**config.mk**
```make
export PLATFORM = sky130hd
export DESIGN_NAME = shell_list_safety_scanner
export DESIGN_NICKNAME = d
export VERILOG_FILES = /design/src/rtl/core/sls_pkg.sv /design/src/rtl/core/sls_step.sv /design/src/rtl/core/shell_list_safety_scanner.sv
export SDC_FILE = /design/constraint.sdc
export NUM_CORES = 1
export LEC_CHECK = 0
export ABC_AREA = 1
export BUFFER_PORTS_ARGS = -buffer_cell sky130_fd_sc_hd__buf_4
export CAP_MARGIN = 25
export CORE_ASPECT_RATIO = 0.6
export CORE_UTILIZATION = 45
export CTS_BUF_LIST = sky130_fd_sc_hd__clkbuf_8
export DETAILED_ROUTE_END_ITERATION = 8
export SLEW_MARGIN = 10
export SYNTH_ARGS = -nofsm -noshare
export SYNTH_HDL_FRONTEND = slang
export SYNTH_SLANG_ARGS = --single-unit
```
**constraint.sdc**
```tcl
create_clock -name clk -period 2.4 [get_ports clk]
set_input_delay 0.48 -clock clk [delete_from_list [all_inputs] [get_ports clk]]
set_output_delay 0.48 -clock clk [all_outputs]
set_load 0.02 [all_outputs]
```
**src/rtl/core/sls_pkg.sv**
```systemverilog
`default_nettype none

package sls_pkg;

  // Width of each nesting counter
  localparam int unsigned DEPTH_BITS = 8;

  typedef logic [DEPTH_BITS-1:0] level_t;

  localparam level_t DEPTH_MAX = '1;

  // Stream payload widths, padded to whole bytes
  localparam int unsigned IN_DATA_W  = 8;
  localparam int unsigned OUT_DATA_W = 8;

  // Byte codes
  localparam logic [7:0] CH_LPAREN = 8'h28;
  localparam logic [7:0] CH_RPAREN = 8'h29;
  localparam logic [7:0] CH_SEMI   = 8'h3B;
  localparam logic [7:0] CH_PIPE   = 8'h7C;
  localparam logic [7:0] CH_AMP    = 8'h26;
  localparam logic [7:0] CH_LT     = 8'h3C;
  localparam logic [7:0] CH_GT     = 8'h3E;
  localparam logic [7:0] CH_HASH   = 8'h23;
  localparam logic [7:0] CH_BTICK  = 8'h60;
  localparam logic [7:0] CH_LBRACE = 8'h7B;
  localparam logic [7:0] CH_RBRACE = 8'h7D;
  localparam logic [7:0] CH_DOLLAR = 8'h24;
  localparam logic [7:0] CH_NL     = 8'h0A;
  localparam logic [7:0] CH_SQUOTE = 8'h27;
  localparam logic [7:0] CH_DQUOTE = 8'h22;
  localparam logic [7:0] CH_BSLASH = 8'h5C;
  localparam logic [7:0] CH_SPACE  = 8'h20;
  localparam logic [7:0] CH_TAB    = 8'h09;

  typedef enum logic [1:0] {
    QUOTE_NONE   = 2'd0,
    QUOTE_SINGLE = 2'd1,
    QUOTE_DOUBLE = 2'd2
  } quote_t;

  // Scanner state carried from byte to byte
  typedef struct packed {
    quote_t quote_mode;
    logic   escape_pending;
    logic   in_backtick;
    level_t paren_level;
    level_t brace_level;
    logic   at_word_start;
    logic   after_dollar;
    logic   after_dollar_paren;
    logic   failed;
  } scan_state_t;

  localparam scan_state_t SCAN_RESET = '{
    quote_mode:         QUOTE_NONE,
    escape_pending:     1'b0,
    in_backtick:        1'b0,
    paren_level:        '0,
    brace_level:        '0,
    at_word_start:      1'b1,
    after_dollar:       1'b0,
    after_dollar_paren: 1'b0,
    failed:             1'b0
  };

endpackage

`default_nettype wire

```
**src/rtl/core/sls_step.sv**
```systemverilog
`default_nettype none

// Next scanner state for one list byte
module sls_step (
  input  wire sls_pkg::scan_state_t st,
  input  wire logic [7:0]           list_byte,
  output sls_pkg::scan_state_t      nx,
  output logic                      safe_now
);

  logic structural;
  logic blank;

  assign structural = (list_byte == sls_pkg::CH_RPAREN) || (list_byte == sls_pkg::CH_LPAREN) ||
                      (list_byte == sls_pkg::CH_SEMI)   || (list_byte == sls_pkg::CH_PIPE)   ||
                      (list_byte == sls_pkg::CH_AMP)    || (list_byte == sls_pkg::CH_LT)     ||
                      (list_byte == sls_pkg::CH_GT)     || (list_byte == sls_pkg::CH_NL);
  assign blank      = (list_byte == sls_pkg::CH_SPACE) || (list_byte == sls_pkg::CH_TAB);

  always_comb begin
    nx = st;
    nx.after_dollar       = 1'b0;
    nx.after_dollar_paren = 1'b0;
    if (st.escape_pending) begin
      // escaped byte is plain
      nx.escape_pending = 1'b0;
      nx.at_word_start  = 1'b0;
    end else if (st.quote_mode != sls_pkg::QUOTE_NONE) begin
      // inside quotes only the matching quote matters
      if ((st.quote_mode == sls_pkg::QUOTE_SINGLE && list_byte == sls_pkg::CH_SQUOTE) ||
          (st.quote_mode == sls_pkg::QUOTE_DOUBLE && list_byte == sls_pkg::CH_DQUOTE)) begin
        nx.quote_mode = sls_pkg::QUOTE_NONE;
      end
      nx.at_word_start = 1'b0;
    end else if ((st.after_dollar_paren || st.after_dollar) && list_byte == sls_pkg::CH_LPAREN) begin
      // $( or the second ( of $((
      if (st.paren_level == sls_pkg::DEPTH_MAX) begin
        nx.failed = 1'b1;
      end else begin
        nx.paren_level = st.paren_level + 1'b1;
      end
      nx.after_dollar_paren = ~st.after_dollar_paren;
      nx.at_word_start      = 1'b0;
    end else if (st.after_dollar && list_byte == sls_pkg::CH_LBRACE) begin
      if (st.brace_level == sls_pkg::DEPTH_MAX) begin
        nx.failed = 1'b1;
      end else begin
        nx.brace_level = st.brace_level + 1'b1;
      end
      nx.at_word_start = 1'b0;
    end else if (list_byte == sls_pkg::CH_BSLASH) begin
      nx.escape_pending = 1'b1;
      nx.at_word_start  = 1'b0;
    end else begin
      // plain byte at the current nesting
      if (list_byte == sls_pkg::CH_SQUOTE) begin
        nx.quote_mode = sls_pkg::QUOTE_SINGLE;
      end else if (list_byte == sls_pkg::CH_DQUOTE) begin
        nx.quote_mode = sls_pkg::QUOTE_DOUBLE;
      end else if (list_byte == sls_pkg::CH_BTICK) begin
        nx.in_backtick = ~st.in_backtick;
      end else if (list_byte == sls_pkg::CH_DOLLAR) begin
        nx.after_dollar = 1'b1;
      end else if (list_byte == sls_pkg::CH_RPAREN && st.paren_level != '0) begin
        nx.paren_level = st.paren_level - 1'b1;
      end else if (list_byte == sls_pkg::CH_RBRACE && st.brace_level != '0) begin
        nx.brace_level = st.brace_level - 1'b1;
      end else if (!st.in_backtick && st.paren_level == '0 && st.brace_level == '0) begin
        if (structural || (list_byte == sls_pkg::CH_HASH && st.at_word_start)) begin
          nx.failed = 1'b1;
        end
      end
      nx.at_word_start = blank;
    end
  end

  // Verdict if this byte closes the list
  assign safe_now = !nx.failed && (nx.quote_mode == sls_pkg::QUOTE_NONE) && !nx.in_backtick &&
                    (nx.paren_level == '0) && (nx.brace_level == '0);

endmodule

`default_nettype wire

```
**src/rtl/core/shell_list_safety_scanner.sv**
```systemverilog
// Shell word-list safety scanner.
// Input stream: one list byte per transfer on s_tdata, s_tlast on the final
// byte of a list. Output stream: one verdict per list, m_tdata[0] = 1 when
// the list is safe, 0 when unsafe.
// Every byte is scanned in the cycle it is accepted; a new byte can be taken
// every cycle while the receiver does not stall, so throughput is one byte per
// cycle. The verdict appears on m_tvalid in the cycle after the last byte's
// transfer and is held in an output register until the receiver takes it.
// The scanner state is updated by one combinational step per byte and
// returns to its reset values after each last byte.
// Reset (rst, synchronous) clears the scanner state and drops m_tvalid.
// When the receiver stalls with a verdict pending, s_tready falls and input
// waits; s_tready follows m_tready combinationally in that case.
`default_nettype none

module shell_list_safety_scanner (
  input  wire logic                           clk,
  input  wire logic                           rst,
  input  wire logic                           s_tvalid,
  output logic                                s_tready,
  input  wire logic [sls_pkg::IN_DATA_W-1:0]  s_tdata,   // [7:0] list_byte
  input  wire logic                           s_tlast,   // is_last
  output logic                                m_tvalid,
  input  wire logic                           m_tready,
  output logic      [sls_pkg::OUT_DATA_W-1:0] m_tdata    // [0] safe, [7:1] zero
);

  sls_pkg::scan_state_t st;
  sls_pkg::scan_state_t st_next;
  logic                 safe_now;
  logic                 safe;
  logic                 in_xfer;

  assign s_tready = !m_tvalid || m_tready;
  assign in_xfer  = s_tvalid && s_tready;

  sls_step u_step (
    .st        (st),
    .list_byte (s_tdata),
    .nx        (st_next),
    .safe_now  (safe_now)
  );

  // Scanner state
  always_ff @(posedge clk) begin
    if (rst) begin
      st <= sls_pkg::SCAN_RESET;
    end else if (in_xfer) begin
      st <= s_tlast ? sls_pkg::SCAN_RESET : st_next;
    end
  end

  // Verdict output register
  always_ff @(posedge clk) begin
    if (rst) begin
      m_tvalid <= 1'b0;
    end else if (in_xfer && s_tlast) begin
      m_tvalid <= 1'b1;
    end else if (m_tready) begin
      m_tvalid <= 1'b0;
    end
  end

  always_ff @(posedge clk) begin
    if (in_xfer && s_tlast) begin
      safe <= safe_now;
    end
  end

  assign m_tdata = {{(sls_pkg::OUT_DATA_W-1){1'b0}}, safe};

`ifndef SYNTH
  // a last byte always yields a pending verdict next cycle
  a_last_gives_verdict: assert property (@(posedge clk) disable iff (rst)
    in_xfer && s_tlast |=> m_tvalid)
    else $error("no verdict after last byte");

  // state is back at reset after each list
  a_state_cleared: assert property (@(posedge clk) disable iff (rst)
    in_xfer && s_tlast |=> st == sls_pkg::SCAN_RESET)
    else $error("scanner state not cleared after list");

  // failure stays set until the list ends
  a_fail_sticky: assert property (@(posedge clk) disable iff (rst)
    st.failed && !(in_xfer && s_tlast) |=> st.failed)
    else $error("failure flag dropped inside a list");
`endif

endmodule

`default_nettype wire
```
==> results_dict.tcl, run 1 <==
set metrics [dict create \
    core_area_um2 5649 \
    pre_cts_slack_ps 197.7 \
    first_pass_iters 5 \
    cts.sinks 26 \
    wl_per_cell_um 13.48 \
    area_growth_syn_to_layout_pct 7.938 \
    finalClockSkew_ps 7.400 \
    antenna_cells 0 \
    critPathKind "reg -> reg" \
    synthArstFlopShare 0 \
    critPathCaptureType "flip-flop" \
    grt_pass1_wl_mm 12.10 \
    drt_iter0_drc 240 \
    finalSetupTns_ps 0 \
    vdd_drop_max_mv 0.2510 \
    die_area_um2 6241 \
    leakagePower_uw 0.001356 \
    grt_usage 0.2558 \
    synth-edff-count 1 \
    cp_cell_sequence "inv_1, ha_1, nand3_1, inv_1, nand2_1, nand2_2, o21ai_2, nand3_1, nand2_1, nand3_1, nor2_1, nand3_1, nor2_1" \
    synth.most_common_cell "nand2_1" \
    routed_wl_mm 7.402 \
    critical_path.max_stage_delay_ps 490 \
    yosysWarnings 0 \
    clock_path_buffers 2 \
    port_buffers 15 \
    p_per_area_nw_per_um2 284.7 \
    num-fill-cells 597 \
    htreeDepth 1 \
    row_count 21 \
    rsz0062_at_grt "no" \
    yosysTopAreaCellShare 0.1959 \
    drive_above_1_share 0.1535 \
    synth_area_leaders "nand2_1 (20%), dfxtp_1 (19%), nand3_1 (9.2%)" \
    crit_fanout 7 \
    initial_core_util 0.4715 \
    timing.final.ws_setup_ps 245.1 \
    drv_slew 0 \
    die_y_um 61.60 \
    place_inst 545 \
    holdCritPathClass "reg -> reg" \
    synth_area_um2 2664 \
    cts_buffers 3 \
    clk_latency_ps 280 \
    die_w_um 101.3 \
    synth_ff_type "dfxtp_1" \
    synth_common_cells "nand2_1 (139), nor2_1 (57), nand3_1 (49), inv_1 (45), dfxtp_1 (25)" \
    grt_max_degree 25 \
    hpwlAfterDp_mm 5.807 \
    crit_arrival_ps 2300 \
    max-cap-violations 0 \
    max_clock_freq_mhz 464.1 \
    ys_seq_area_frac 0.1992 \
    outcome "completed" \
    slowest_stage "dfxtp_1" \
    num_vias 2875 \
    cts.clk_slew.worst_paths_ps 100 \
    yosysTopAreaCell "nand2_1" \
    gp_congestion 0.9339 \
    required_ps 2550 \
    final_cells 549 \
    ant_nets 0 \
    cts_tree "yes" \
    drc 0 \
    start_kind "flip-flop" \
    crit_top_cell "nand3_1" \
    antenna_found_initial 0 \
    worst_hold_slack_ps 485.2 \
    cts-root-buf "clkbuf_8" \
    report.final.setup_viol 0 \
    finalHoldViolCount 0 \
    overflow 0 \
    grt_pass1_vias 2376 \
    cts_setup_buffers 0 \
    fin_crit_ps 2155 \
    synth_cell_types 40 \
    finalNetCount 489 \
    pin_count 23 \
    ys_seq_elements 26 \
    viasPerCell 5.237 \
    finalCritPeriodShare 0.8979 \
    syn_inst 456 \
    avgSynthCellArea_um2 5.842 \
]
## layout make-up
cell class	instances	area, um2	area share
tap	80	100.1	0.03481
multi-input combinational	368	1858	0.6462
timing repair buffer	19	142.6	0.04961
clock inverter	1	3.754	0.001305
sequential	26	531.8	0.1849
inverter	52	197.7	0.06876
clock buffer	3	41.29	0.01436
## worst max-delay path, delay by kind of cell, from the launching register on
family / cells / cell delay, ps
fa+ha+maj: 1 / 220
flops: 1 / 490
buf+inv: 2 / 190
simple gates: 9 / 930
compound gates: 1 / 220
## cells in the final DEF (no fill, tap or decap), types with 4 or more instances in the layout
cell type / count
nand3_1: 49
inv_2: 6
conb_1: 7
nand2_1: 139
nand2_4: 4
dfxtp_1: 24
o21ai_1: 4
inv_1: 46
a21oi_1: 24
a21oi_2: 6
a2bb2oi_1: 4
nor3_1: 6
nand2_2: 9
ha_1: 6
buf_4: 19
xor2_1: 4
nor2_2: 8
nor2_1: 57
o21ai_0: 12
## state kept, by name, summed over array words and instances, names as in the netlist
| signal | flops |
|---|---|
| safe | 1 |
| m_tvalid | 1 |
| st | 24 |
## where the power goes
part,switching [uW],internal [uW]
logic,79.8,35.9
clock network,149,115
registers,1.68,437
total,231,588
## worst paths after layout
kind              slack [ps]  cells past startpoint  endpoint  startpoint
hold reg to reg          490                      2     st[1]       st[1]
hold / removal           490                      2     st[1]       st[1]
setup reg to reg         250                     13      safe      st[13]
setup / recovery         250                     13      safe      st[13]
## kinds of logic after synthesis
kind of cell	share of synthesized area
fa+ha+maj	0.02818
compound gates	0.1395
flops	0.1992
other cells	0.001408
xor+xnor	0.01926
simple gates	0.4974
buf+inv	0.1151
## metrics by stage
stage / total power [uW] / utilization / cell area [um2]
6_report: 818.5 / 0.5090 / 2875
5_1_grt: 862.9 / 0.5090 / 2875
4_1_cts: 833.8 / 0.5072 / 2865
3_5_place_dp: 563.6 / 0.4992 / 2820
3_3_place_gp: 563.9 / 0.4992 / 2820
2_1_floorplan: 525.9 / - / 2686
## timing repair
| action | 4_1_cts | 5_1_grt |
|---|---|---|
| endpoints found under the hold margin | 0 | 0 |
| setup endpoints to repair | 0 | 1 |
| gates resized for setup | 0 | 3 |
| hold buffers | 0 | 0 |
## per-layer routing
layer	share of wire	vias up	global-route usage
met5	0	-	0
met4	0.0077	0	0.03520
met3	0.095	6	0.06016
met2	0.38	120	0.3596
met1	0.52	1280	0.3955
li1	-	1469	-
(Power assumes the default switching activity.)
==> inputs of run 2 (changes only) <==
--- a/config.mk
+++ b/config.mk
@@ -9,9 +9,11 @@
 export BUFFER_PORTS_ARGS = -buffer_cell sky130_fd_sc_hd__buf_4
 export CAP_MARGIN = 25
 export CORE_ASPECT_RATIO = 0.6
-export CORE_UTILIZATION = 45
+export CORE_UTILIZATION = 60
 export CTS_BUF_LIST = sky130_fd_sc_hd__clkbuf_8
 export DETAILED_ROUTE_END_ITERATION = 8
+export PLACE_DENSITY = 0.8
+export SKIP_CTS_REPAIR_TIMING = 1
 export SLEW_MARGIN = 10
 export SYNTH_ARGS = -nofsm -noshare
 export SYNTH_HDL_FRONTEND = slang
==> constraint.sdc (replaced) <==
create_clock -name clk -period 2.2 [get_ports clk]
set_input_delay 0.44 -clock clk [delete_from_list [all_inputs] [get_ports clk]]
set_output_delay 0.44 -clock clk [all_outputs]
set_load 0.02 [all_outputs]
==> run 2 against run 1 <==
Compared with the run above: power is 12% higher; sequential cell count stayed put; final cell count is 2.4% lower; first-iteration DRC count is 12% higher; clock skew is 1.9 ps lower; clock-buffer cell count is 1 higher; cell area is 2.4% higher; register-to-register slack worse by 110 ps; largest power group unchanged.
==> results_dict.tcl, run 2 (synthesis gave the netlist of run 1 again) <==
set metrics [dict create \
    drc 0 \
    cts.clk_slew.worst_paths_ps 90 \
    cts_tree "yes" \
    slowest_stage "dfxtp_1" \
    cp_cell_sequence "or2_1, nor2_4, nand2_8, a21oi_4, nand4_1, nand2_1, nand2_1, nor2_1, nand3_1, nor2_1" \
    hold_depth 2 \
    r2r_end "safe" \
    grt_pass1_vias 2473 \
    die_area_um2 4719 \
    cts_buffers 3 \
    area_growth_syn_to_layout_pct 10.52 \
    clock_path_buffers 2 \
    postLayoutCoreUtil 0.7028 \
    gp_congestion 0.9758 \
    drive_above_1_share 0.1849 \
    seq_power_share 0.520 \
    row_count 18 \
    fin_crit_ps 2069 \
    pin_count 23 \
    place_area_um2 2825 \
    layout_commonest_cell "nand2_1" \
    swShare 0.2667 \
    port_buffers 15 \
    p_per_area_nw_per_um2 312.4 \
    num_vias 2997 \
    critical_path.max_stage_delay_ps 350 \
    worstRegToRegCells 10 \
    overflow 0 \
    wl_per_cell_um 13.40 \
    holdCritPathClass "reg -> reg" \
    vdd_drop_max_mv 0.1937 \
    finalHoldViolCount 0 \
    grt_max_degree 28 \
    viasPerCell 5.591 \
    report.final.setup_viol 0 \
    regToRegSetupSlack_ps 130 \
    leakagePower_uw 0.001402 \
    largest_register_ffs 24 \
    cts-root-buf "clkbuf_8" \
    grt_usage 0.3224 \
    cts.sinks 26 \
    required_ps 2330 \
    p_switching_uw 245.3 \
    worstHoldEndpoint "st[1]" \
    clkPwrFrac 0.344 \
    reg_top3 "st (24), m_tvalid (1), safe (1)" \
    regMostFlops "st" \
    core_area_um2 4189 \
    first_pass_iters 5 \
    finalClockSkew_ps 5.486 \
    outcome "completed" \
    hp-start "st[1]" \
    hpwlAfterDp_mm 5.431 \
    htreeDepth 1 \
    die_w_um 88.02 \
    ant_nets 0 \
    finalNetCount 496 \
    num-fill-cells 399 \
    initial_core_util 0.6359 \
    rr_startpoint "st[22]" \
    finalSetupTns_ps 0 \
    critPathCaptureType "flip-flop" \
    clk_latency_ps 270 \
    critPathKind "reg -> reg" \
    max_clock_freq_mhz 483.4 \
    p_int_uw 674.4 \
    drt_iter0_drc 269 \
    max-cap-violations 0 \
    finish.instance_area_um2 2944 \
    start_kind "flip-flop" \
    final_cell_mix "nand2_1 (138), nor2_1 (55), nand3_1 (49), inv_1 (44), buf_4 (26)" \
    antenna_found_initial 0 \
    finalCritPeriodShare 0.9404 \
    die_y_um 53.61 \
    power.share.combinational 0.136 \
    drv_slew 0 \
    routed_wl_mm 7.180 \
    grt_pass1_wl_mm 11.56 \
    antenna_cells 0 \
    crit_arrival_ps 2200 \
    crit_fanout 14 \
]
==> run 2: cell count changes in the layout (fill, tap and decap cells not counted), sizes merged <==
cell | before | now
buf | 19 | 26
clkbuf | 3 | 4
inv | 53 | 52
==> run 2: worst max path at each step <==
stage               start  endpoint  slack (ps)  depth (start not counted)
2_1_floorplan  s_tdata[1]      safe         420                         13
3_5_place_dp   s_tdata[1]      safe         -70                         14
5_1_grt            st[12]      safe          -3                         14
4_1_cts            st[22]      safe          80                         10
3_3_place_gp   s_tdata[1]      safe         -40                         14
6_report           st[22]      safe         130                         10
==> run 2: metrics by stage <==
step | hold slack [ps] | power [uW] | cells | setup slack (ps)
floorplan | 428.3 | 573.7 | 462 | 418.0
global placement | 464.5 | 611.0 | 529 | -40.35
detailed placement | 474.6 | 611.6 | 529 | -74.11
CTS | 489.1 | 931.9 | 533 | 80.92
global route | 500.7 | 955.4 | 536 | -3.027
finish | 488.9 | 919.6 | 536 | 131.1
==> run 2: metal layers <==
metal,share of wire,global-route usage,vias to the layer above
met2,0.40,0.4845,161
met4,0.0077,0.06452,0
met1,0.49,0.4708,1336
li1,-,-,1494
met3,0.10,0.07515,6
met5,0,0,-
==> run 2: layout make-up <==
type,count,area (um2),share of cell area
Timing Repair Buffer,26,195.2,0.06630
Multi-Input combinational cell,368,1886,0.6405
Clock buffer,4,55.05,0.01870
Inverter,52,197.7,0.06715
Sequential cell,26,535.5,0.1819
Tap cell,60,75.07,0.02550
==> run 2: power groups by stage <==
| stage | Combinational, uW | Clock, uW | Sequential (uW) |
|---|---|---|---|
| 6_report | 125 | 316 | 478 |
| 5_1_grt | 139 | 338 | 478 |
| 4_1_cts | 123 | 331 | 478 |
| 3_5_place_dp | 123 | 0 | 489 |
| 3_3_place_gp | 122 | 0 | 489 |
| 2_1_floorplan | 83.8 | 0 | 490 |
==> run 2: worst max-delay path: cells and delay by family, from the launching register on <==
family | cells | cell delay [ps]
AO/OA/AOI/OAI | 1 | 170
AND/OR/NAND/NOR | 9 | 1400
flip-flops | 1 | 350
